$ cat config.mk
export PLATFORM = sky130hd
export DESIGN_NAME = simplified_des_block_cipher_core_flat
export DESIGN_NICKNAME = d
export VERILOG_FILES = /design/src/sv/sdes_pkg.sv /design/src/sv/sdes_if.sv /design/src/sv/sdes_round.sv /design/src/sv/simplified_des_block_cipher_core.sv /design/src/flat_wrapper.sv
export VERILOG_INCLUDE_DIRS = /design/src /design/src/sv
export SDC_FILE = /design/constraint.sdc
export NUM_CORES = 1
export LEC_CHECK = 0
export ABC_CLOCK_PERIOD_IN_PS = 5400
export CORE_MARGIN = 2
export CORE_UTILIZATION = 50
export DETAILED_ROUTE_END_ITERATION = 10
export DONT_BUFFER_PORTS = 1
export PLACE_DENSITY_LB_ADDON = 0.15
export SETUP_SLACK_MARGIN = 0.02
export SLEW_MARGIN = 10
export SYNTH_ARGS = -nofsm -noshare
export SYNTH_HDL_FRONTEND = slang
export SYNTH_SLANG_ARGS = --single-unit
$ cat constraint.sdc
create_clock -name clk -period 5.4 [get_ports clk]
set_clock_uncertainty 0.1 [all_clocks]
set_input_delay 0 -clock clk [delete_from_list [all_inputs] [get_ports clk]]
set_output_delay 0 -clock clk [all_outputs]
set_load 0.01 [all_outputs]
$ cat src/sv/simplified_des_block_cipher_core_defines.svh
// ----------------------------------------------------------------------------
// Simplified DES core: assertion macros
// Shared assertion shorthands, clocked on clk with reset rst_n.
// ----------------------------------------------------------------------------
`ifndef SIMPLIFIED_DES_BLOCK_CIPHER_CORE_DEFINES_SVH
`define SIMPLIFIED_DES_BLOCK_CIPHER_CORE_DEFINES_SVH

// same-cycle implication
`define SDES_ASSERT_NOW(lbl, ante, cons, msg) \
  lbl: assert property (@(posedge clk) disable iff (!rst_n) (ante) |-> (cons)) else $error(msg);

// next-cycle implication
`define SDES_ASSERT_NEXT(lbl, ante, cons, msg) \
  lbl: assert property (@(posedge clk) disable iff (!rst_n) (ante) |=> (cons)) else $error(msg);

`endif

$ cat src/sv/sdes_pkg.sv
// ----------------------------------------------------------------------------
// sdes_pkg
// Types, tables and round function of the two-round simplified DES cipher.
// ----------------------------------------------------------------------------
`timescale 1ns / 1ps
`default_nettype none

package sdes_pkg;

  localparam int unsigned BLK_W = 8;
  localparam int unsigned HALF_W = 4;
  localparam int unsigned KEY_W = 8;

  localparam logic [KEY_W-1:0] FIRST_KEY_RST = 8'd170;
  localparam logic [KEY_W-1:0] SECOND_KEY_RST = 8'd85;

  // configuration register indexes
  localparam logic REG_FIRST_KEY = 1'b0;
  localparam logic REG_SECOND_KEY = 1'b1;

  // S-boxes flattened as {row, col}
  localparam logic [1:0] S0_TAB [0:15] = '{
    2'd1, 2'd0, 2'd3, 2'd2,
    2'd3, 2'd2, 2'd1, 2'd0,
    2'd0, 2'd2, 2'd1, 2'd3,
    2'd3, 2'd1, 2'd3, 2'd2
  };
  localparam logic [1:0] S1_TAB [0:15] = '{
    2'd0, 2'd1, 2'd2, 2'd3,
    2'd2, 2'd0, 2'd1, 2'd3,
    2'd3, 2'd0, 2'd1, 2'd0,
    2'd2, 2'd1, 2'd0, 2'd3
  };

  // halves travelling down the pipe; decrypt runs with the halves swapped
  typedef struct packed {
    logic              enc;
    logic [HALF_W-1:0] a;
    logic [HALF_W-1:0] b;
  } stage_t;

  // table position 1 is the MSB
  function automatic logic [BLK_W-1:0] perm_ip(input logic [BLK_W-1:0] v);
    return {v[6], v[2], v[5], v[7], v[4], v[0], v[3], v[1]};
  endfunction

  function automatic logic [BLK_W-1:0] perm_fp(input logic [BLK_W-1:0] v);
    return {v[4], v[7], v[5], v[3], v[1], v[6], v[0], v[2]};
  endfunction

  function automatic logic [KEY_W-1:0] expand(input logic [HALF_W-1:0] h);
    return {h[0], h[3], h[2], h[1], h[2], h[1], h[0], h[3]};
  endfunction

  function automatic logic [HALF_W-1:0] perm_p4(input logic [HALF_W-1:0] s);
    return {s[2], s[0], s[1], s[3]};
  endfunction

  function automatic logic [HALF_W-1:0] round_f(input logic [HALF_W-1:0] h,
                                                input logic [KEY_W-1:0]  key);
    logic [KEY_W-1:0]  x;
    logic [1:0]        s0;
    logic [1:0]        s1;
    x  = expand(h) ^ key;
    s0 = S0_TAB[{x[7], x[4], x[6:5]}];
    s1 = S1_TAB[{x[3], x[0], x[2:1]}];
    return perm_p4({s0, s1});
  endfunction

endpackage

`default_nettype wire

$ cat src/sv/sdes_if.sv
// ----------------------------------------------------------------------------
// sdes_in_if / sdes_out_if
// Valid/ready channels carrying cipher requests and results.
// ----------------------------------------------------------------------------
`timescale 1ns / 1ps
`default_nettype none

interface sdes_in_if;
  logic       valid;
  logic       ready;
  logic       func;
  logic [7:0] data_in;

  modport source (output valid, output func, output data_in, input ready);
  modport sink (input valid, input func, input data_in, output ready);
endinterface

interface sdes_out_if;
  logic       valid;
  logic       ready;
  logic [7:0] data_out;

  modport source (output valid, output data_out, input ready);
  modport sink (input valid, input data_out, output ready);
endinterface

`default_nettype wire

$ cat src/sv/sdes_round.sv
// ----------------------------------------------------------------------------
// sdes_round
// One Feistel round as a registered pipeline stage with valid/ready.
// ----------------------------------------------------------------------------
`timescale 1ns / 1ps
`default_nettype none

module sdes_round
  import sdes_pkg::*;
(
  input  wire logic             clk,
  input  wire logic             rst_n,
  input  wire logic             up_valid,
  output logic                  up_ready,
  input  wire stage_t           up_st,
  input  wire logic [KEY_W-1:0] key,
  output logic                  dn_valid,
  input  wire logic             dn_ready,
  output stage_t                dn_st
);

  logic   vld_r;
  stage_t st_r;
  stage_t st_nxt;

  // take a new transfer when empty or when the held one leaves
  assign up_ready = !vld_r || dn_ready;

  always_comb begin
    st_nxt.enc = up_st.enc;
    st_nxt.a   = up_st.b;
    st_nxt.b   = up_st.a ^ round_f(up_st.b, key);
  end

  always_ff @(posedge clk) begin
    if (!rst_n) begin
      vld_r <= 1'b0;
    end else if (up_ready) begin
      vld_r <= up_valid;
    end
  end

  always_ff @(posedge clk) begin
    if (up_ready && up_valid) begin
      st_r <= st_nxt;
    end
  end

  assign dn_valid = vld_r;
  assign dn_st    = st_r;

endmodule

`default_nettype wire

$ cat src/sv/simplified_des_block_cipher_core.sv
// An input transfer passes through four registered stages (IP, round 1, round 2, FP) to the result.
// Throughput: one block per cycle while the output is not stalled; each stage
// advances whenever the next one frees up. A stalled output holds its block
// while the stages behind it keep filling. Reset (synchronous, rst_n low)
// empties every stage and loads the round keys with 170 and 85.
// ----------------------------------------------------------------------------
// simplified_des_block_cipher_core
// Four-stage pipelined two-round simplified DES with configurable round keys.
// ----------------------------------------------------------------------------
`timescale 1ns / 1ps
`default_nettype none

`include "simplified_des_block_cipher_core_defines.svh"

module simplified_des_block_cipher_core
  import sdes_pkg::*;
(
  input  wire logic             clk,
  input  wire logic             rst_n,
  sdes_in_if.sink               in_ch,
  sdes_out_if.source            out_ch,
  input  wire logic             cfg_we,
  input  wire logic             cfg_idx,
  input  wire logic [KEY_W-1:0] cfg_wdata
);

  logic [KEY_W-1:0] key1_r;
  logic [KEY_W-1:0] key2_r;

  // configuration
  always_ff @(posedge clk) begin
    if (!rst_n) begin
      key1_r <= FIRST_KEY_RST;
      key2_r <= SECOND_KEY_RST;
    end else if (cfg_we) begin
      unique case (cfg_idx)
        REG_FIRST_KEY:  key1_r <= cfg_wdata;
        REG_SECOND_KEY: key2_r <= cfg_wdata;
        default: ;
      endcase
    end
  end

  // stage 1: initial permutation, swap halves for decrypt
  logic             ip_vld_r;
  stage_t           ip_st_r;
  stage_t           ip_st_nxt;
  logic             ip_ready;
  logic [BLK_W-1:0] ip_blk;

  logic   r1_up_ready;
  logic   r1_vld;
  stage_t r1_st;
  logic   r2_up_ready;
  logic   r2_vld;
  stage_t r2_st;

  assign ip_ready    = !ip_vld_r || r1_up_ready;
  assign in_ch.ready = ip_ready;
  assign ip_blk      = perm_ip(in_ch.data_in);

  always_comb begin
    ip_st_nxt.enc = in_ch.func;
    if (in_ch.func) begin
      ip_st_nxt.a = ip_blk[7:4];
      ip_st_nxt.b = ip_blk[3:0];
    end else begin
      ip_st_nxt.a = ip_blk[3:0];
      ip_st_nxt.b = ip_blk[7:4];
    end
  end

  always_ff @(posedge clk) begin
    if (!rst_n) begin
      ip_vld_r <= 1'b0;
    end else if (ip_ready) begin
      ip_vld_r <= in_ch.valid;
    end
  end

  always_ff @(posedge clk) begin
    if (ip_ready && in_ch.valid) begin
      ip_st_r <= ip_st_nxt;
    end
  end

  // rounds: decrypt takes the keys in reverse order
  logic [KEY_W-1:0] r1_key;
  logic [KEY_W-1:0] r2_key;

  assign r1_key = ip_st_r.enc ? key1_r : key2_r;
  assign r2_key = r1_st.enc ? key2_r : key1_r;

  logic fp_ready;

  sdes_round u_round1 (
    .clk      (clk),
    .rst_n    (rst_n),
    .up_valid (ip_vld_r),
    .up_ready (r1_up_ready),
    .up_st    (ip_st_r),
    .key      (r1_key),
    .dn_valid (r1_vld),
    .dn_ready (r2_up_ready),
    .dn_st    (r1_st)
  );

  sdes_round u_round2 (
    .clk      (clk),
    .rst_n    (rst_n),
    .up_valid (r1_vld),
    .up_ready (r2_up_ready),
    .up_st    (r1_st),
    .key      (r2_key),
    .dn_valid (r2_vld),
    .dn_ready (fp_ready),
    .dn_st    (r2_st)
  );

  // stage 4: undo the decrypt swap, final permutation, output register
  logic             out_vld_r;
  logic [BLK_W-1:0] out_data_r;
  logic [BLK_W-1:0] out_data_nxt;

  assign fp_ready     = !out_vld_r || out_ch.ready;
  assign out_data_nxt = r2_st.enc ? perm_fp({r2_st.a, r2_st.b})
                                  : perm_fp({r2_st.b, r2_st.a});

  always_ff @(posedge clk) begin
    if (!rst_n) begin
      out_vld_r <= 1'b0;
    end else if (fp_ready) begin
      out_vld_r <= r2_vld;
    end
  end

  always_ff @(posedge clk) begin
    if (fp_ready && r2_vld) begin
      out_data_r <= out_data_nxt;
    end
  end

  assign out_ch.valid    = out_vld_r;
  assign out_ch.data_out = out_data_r;

  // back-pressure reaches the input only when every stage is occupied
  `SDES_ASSERT_NOW(a_full_stall, !in_ch.ready,
    ip_vld_r && r1_vld && r2_vld && out_vld_r, "input stalled with a free stage")
  // a block held behind a stalled stage keeps its halves
  `SDES_ASSERT_NEXT(a_r2_hold, r2_vld && !fp_ready,
    r2_vld && $stable(r2_st), "round 2 block lost or changed under stall")
  // a block leaving round 2 into a free output stage shows up at the output
  `SDES_ASSERT_NEXT(a_out_fill, r2_vld && fp_ready,
    out_vld_r, "round 2 block dropped at the output stage")

endmodule

`default_nettype wire
$ cat src/flat_wrapper.sv
// flat-port wrapper written by rule: the top's interface ports become plain ports
module simplified_des_block_cipher_core_flat import sdes_pkg::*;
  (clk, rst_n, cfg_we, cfg_idx, cfg_wdata, in_ch_valid, in_ch_func, in_ch_data_in, in_ch_ready, out_ch_valid, out_ch_data_out, out_ch_ready);
  sdes_in_if in_ch_i ();
  sdes_out_if out_ch_i ();
  input  wire logic clk;
  input  wire logic rst_n;
  input  wire logic cfg_we;
  input  wire logic cfg_idx;
  input  wire logic [KEY_W-1:0] cfg_wdata;
  input wire logic [$bits(in_ch_i.valid)-1:0] in_ch_valid;
  input wire logic [$bits(in_ch_i.func)-1:0] in_ch_func;
  input wire logic [$bits(in_ch_i.data_in)-1:0] in_ch_data_in;
  output wire logic [$bits(in_ch_i.ready)-1:0] in_ch_ready;
  output wire logic [$bits(out_ch_i.valid)-1:0] out_ch_valid;
  output wire logic [$bits(out_ch_i.data_out)-1:0] out_ch_data_out;
  input wire logic [$bits(out_ch_i.ready)-1:0] out_ch_ready;
  assign in_ch_i.valid = in_ch_valid;
  assign in_ch_i.func = in_ch_func;
  assign in_ch_i.data_in = in_ch_data_in;
  assign in_ch_ready = in_ch_i.ready;
  assign out_ch_valid = out_ch_i.valid;
  assign out_ch_data_out = out_ch_i.data_out;
  assign out_ch_i.ready = out_ch_ready;
  simplified_des_block_cipher_core u_core (.clk(clk), .rst_n(rst_n), .in_ch(in_ch_i), .out_ch(out_ch_i), .cfg_we(cfg_we), .cfg_idx(cfg_idx), .cfg_wdata(cfg_wdata));
endmodule
# [Word-level counts from Yosys, hierarchy flattened]
# Memory sizes are Yosys's and may differ from the RTL's.
# Index checks and enable logic that the tools add are counted.
[word_totals] memories=4 elab_cells=59 rom_bits=128 out_inout_bits=10 input_bits=23 ff_bits=55
[classes] bitwise=9 reduce_logical=14 n_lt_le_gt_ge=4 mux=12
[memory_table] memory="(name not given)" words=16 word_bits=2 read_ports=1 rd_clocked_by_memory_dff=0 wr=0 line="sdes_pkg.sv:66" source="s1 = S1_TAB[{x[3], x[0], x[2:1]}];"
[memory_table] memory="(name not given)" words=16 word_bits=2 read_ports=1 rd_clocked_by_memory_dff=0 wr=0 line="sdes_pkg.sv:65" source="s0 = S0_TAB[{x[7], x[4], x[6:5]}];"
[memory_table] memory="(name not given)" words=16 word_bits=2 read_ports=1 rd_clocked_by_memory_dff=0 wr=0 line="sdes_pkg.sv:66"
[memory_table] memory="(name not given)" words=16 word_bits=2 read_ports=1 rd_clocked_by_memory_dff=0 wr=0 line="sdes_pkg.sv:65"
[op_table] operator="$mux W8" count=4
[op_table] operator="$ge A5 B5 Y1 const B" count=4
[op_table] operator="$not A4 Y5" count=4
[op_table] operator="$mux W2" count=8
[op_table] operator="$xor A8 B8 Y8" count=2
[op_table] operator="$xor A4 B4 Y4" count=2
[op_table] operator="$logic_and A1 B1 Y1" count=4
[op_table] operator="$logic_not A1 Y1" count=4
[op_table] operator="$logic_or A1 B1 Y1" count=4
[op_table] operator="$reduce_and A2 Y1" count=2
[op_table] operator="$not A1 Y1" count=1

# [Depth between registers and ports, before layout]
[logic_depth] depth_word=7 ltp_mapped=8 mapped_depth_nobuf=7

# [Cells and area by module]
# Synthesis repeated with hierarchy kept, for this count alone.
[unflattened] hier_cells=228 area_unflattened_um2=2812.7
[by_module_without_submodules] mod="simplified_des_block_cipher_core" seq_area_each_um2=870.8 area_each_um2=1681.6 cells_each=144 n_inst=1
[by_module_without_submodules] mod="sdes_round" seq_area_each_um2=290.3 area_each_um2=565.5 cells_each=42 n_inst=2

# [Worst setup path before layout]
# No wires, ideal clock.
[synth_timing] kind="reg-to-reg" from="register u_core.ip_st_r[8] (netlist name)" to="register u_core.u_round1.st_r, in the netlist u_core.u_round1.dn_st[1] (data pin)" required_ns=5.038 stages_incl_launch_ff=9 synth_period_minus_slack_ns=1.837 setup_ns=0.262 path_slack_ns=3.563 arrival_time_ns=1.474 n_path_buf=1 path_cell_list="edfxtp_1 > buf_6 > mux2i_1 > xnor2_1 > inv_1 > ha_1 > a211oi_1 > a21oi_1 > xor2_1"
[synth_rtl] element="start: declaration" line="simplified_des_block_cipher_core.sv:46" source="stage_t ip_st_r;"
[synth_rtl] element="start signal: assignment" line="simplified_des_block_cipher_core.sv:83" source="ip_st_r <= ip_st_nxt;"
[synth_rtl] element="end signal: assignment" line="sdes_round.sv:45" source="st_r <= st_nxt;"
[synth_rtl] element="end: declaration" line="sdes_round.sv:23" source="stage_t st_r;"

# [Final worst setup path]
[layout_timing] from="input cfg_we" to="register u_core.key1_r[6]"
[layout_between] elab_chain_cells=1
[layout_lines] element="start: declaration" line="flat_wrapper.sv:8" source="input wire logic cfg_we;"
[layout_lines] element="$reduce_and A2 Y1 (no source line)"
[layout_lines] element="end signal: assignment" line="simplified_des_block_cipher_core.sv:37" source="REG_FIRST_KEY: key1_r <= cfg_wdata;"
[layout_lines] element="end: declaration" line="simplified_des_block_cipher_core.sv:27" source="logic [KEY_W-1:0] key1_r;"
# Every way passes these cells.
# A chain may end at the register's enable or synchronous reset.

==> impl_metrics.yaml <==
synthesis:
  synth.net_count: 246
  synth-seq-area-share: 0.557
  synthCells: 221
  yosys.area.top_type_share: 0.403
  avgSynthCellArea_um2: 11.8
  synth-seq-cells: 55
  ys_types: 27
  ys_top_cells_by_area: "edfxtp_1 (40%), dfxtp_1 (15%), mux2_2 (6.9%)"
  yosys.area.top_type: "edfxtp_1"
  ys_warn_count: 0
  netlist_area_um2: 2610
clocking:
  tritoncts: "done"
  clock-sinks: 55
  cts-resized-gates: 0
  h-tree-depth: 2
  postCtsHoldBufs: 33
  clock-root-buffer: "clkbuf_8"
  clock_path_buffers: 2
  cts_buffers: 5
  clkSlewWorstSetupHoldPaths_ns: 0.09
  clk_latency_ns: 0.30
  post_cts_buffers: 0
routing:
  wl_mm: 4.51
  wire_per_inst_um: 13.9
  firstDrtPassIters: 4
  num_vias: 1708
  ant_nets: 0
  drtIter0Drc: 54
  route.detailed.drc: 0
  viasPerCell: 5.27
setup_path:
  arrival_ns: 2.40
  crit_path_end_kind: "flip-flop"
  cp-start-kind: "input port"
  cp-endpoint: "u_core.key1_r[6]"
  cp_max_fo: 7
  required_ns: 5.55
  critPathKind: "input port to flip-flop"
  worstReg2RegEnd: "u_core.u_round2.dn_st[1]"
  crit_start: "cfg_we"
  reg2reg_slack_ns: 3.26
  rr_worst_depth: 7
  r2r_start: "u_core.u_round1.dn_st[8]"
layout:
  layout_common_cells: "nand2_1 (42), edfxtp_1 (35), dlygate4sd3_1 (33), dfxtp_1 (20), xnor2_1 (18)"
  layout.nets: 278
  diodes: 0
  drive_gt1_frac: 0.0984
  synthToLayoutAreaGrowth_pct: 17.9
  fill_cells: 427
  stdcell_count: 324
  fin_area_um2: 3070
  final_common_cell: "nand2_1"
die:
  rows: 26
  dieHeight_um: 76.2
  dieArea_um2: 5810
  pin_count: 33
  start_util: 0.514
  die_w_um: 76.2
  core_um2: 5070
global_route:
  grt_first_pass_wirelength_mm: 7.71
  grt_pass1_vias: 1734
  overflow: 0
  grt_max_degree: 21
  antenna_found_initial: 0
  grt_usage: 0.166
min_path:
  hold_class: "input port to flip-flop"
  min_from: "cfg_idx"
sta:
  tightest_slew_ns: 0.835
  fmax_ghz: 0.443
  fin_crit_sh: 0.418
  finalSetupViolCount: 0
  slew_violations: 0
  maxSlewHeadroom: 0.442
  hold_violations: 0
  tns_ns: 0
  finalCriticalPeriod_ns: 2.26
  rsz0062_at_grt: "no"
run:
  cap_violations: 0
power_and_ir_drop:
  p_per_area_nw_per_um2: 297
  ir_drop_mv: 0.170
  total_power_mw: 0.912
  p_leak_nw: 1.13
placement:
  dp_hpwl_mm: 3.26
  gp_congestion: 0.955
  dpl_cell_area_um2: 2650
  placed_cells: 283
  portBuffers: 0
outcome:
  status: "finished clean"
-- kinds of logic after synthesis --
family | synth area share
flops | 0.557
fa+ha+maj | 0.00960
mux | 0.131
simple gates | 0.113
xor+xnor | 0.0999
compound gates | 0.0682
buf+inv | 0.0216
-- through the flow --
stage	hold slack, ns	utilization	setup WS [ns]
floorplan	-0.00113	-	3.56
global placement	-0.0252	0.523	3.36
detailed placement	-0.0217	0.523	3.28
CTS	0.00983	0.606	3.22
global route	0.0315	0.606	2.97
finish	0.0202	0.606	3.14
-- synth_stat cells --
cell type	instances
ha_1	2
a21boi_0	9
o211ai_1	2
edfxtp_1	35
a21oi_1	4
nand3_1	8
nor2b_1	8
inv_1	2
o21a_1	2
o21ai_0	2
and2_1	2
mux2_2	16
nand3b_1	2
dfxtp_1	20
a22oi_1	2
mux2i_1	16
nand2_1	42
nand2b_1	1
xor2_1	8
a211oi_1	2
nor2_1	2
o21ai_1	4
xnor2_1	18
clkbuf_1	7
buf_6	2
and3_1	1
xnor2_2	2
-- state kept, by name, summed over array words and instances (netlist names) --
register	cells
u_core.out_ch.valid	1
u_core.u_round2.dn_valid	1
u_core.ip_st_r	9
u_core.u_round1.dn_st	9
u_core.u_round2.dn_st	9
u_core.out_ch.data_out	8
u_core.u_round1.dn_valid	1
u_core.key1_r	8
u_core.key2_r	8
u_core.ip_vld_r	1
-- where the power goes --
part	leakage (nW)	total [mW]	internal, mW	switching (mW)
registers	0.492	0.507	0.483	0.0240
logic	0.594	0.182	0.0934	0.0883
clock network	0.0459	0.223	0.103	0.120
total	1.13	0.912	0.680	0.232
-- per-layer routing --
| layer | GRT usage | vias to the layer above | part of all wire | wire (um) |
|---|---|---|---|---|
| met1 | 0.190 | 828 | 0.43 | 1920 |
| met3 | 0.0427 | 6 | 0.035 | 158 |
| met2 | 0.305 | 38 | 0.53 | 2380 |
| met5 | 0 | - | 0 | 0 |
| met4 | 0.0491 | 0 | 0.012 | 54 |
| li1 | - | 836 | - | - |
-- worst min-delay path by stage --
stage                             end  slack [ns]  cells past startpoint
floorplan           u_core.ip_st_r[8]      -0.001                      0
global placement     u_core.key1_r[1]       -0.03                      1
finish               u_core.key2_r[7]        0.02                      3
detailed placement   u_core.key1_r[1]       -0.02                      1
global route         u_core.key2_r[1]        0.03                      3
CTS                  u_core.key2_r[7]        0.01                      3
-- critical path, stage by stage --
cell,delay (ns)
dlygate4sd3_1,0.54
nor2b_1,0.44
dlygate4sd3_1,0.65
nand2_1,0.06
a21boi_0,0.15
dlygate4sd3_1,0.57
-- area by class of cell --
type                    instances  area, um2  area share
flip-flops and latches         55       1450       0.472
multi-input cells             155       1100       0.357
repair buffers                 34        338       0.110
well taps                      70       87.6      0.0285
clock buffers                   7       86.3      0.0281
inverters                       2       7.51     0.00244
clock inverters                 1       3.75     0.00122
(Power assumes the default switching activity.)
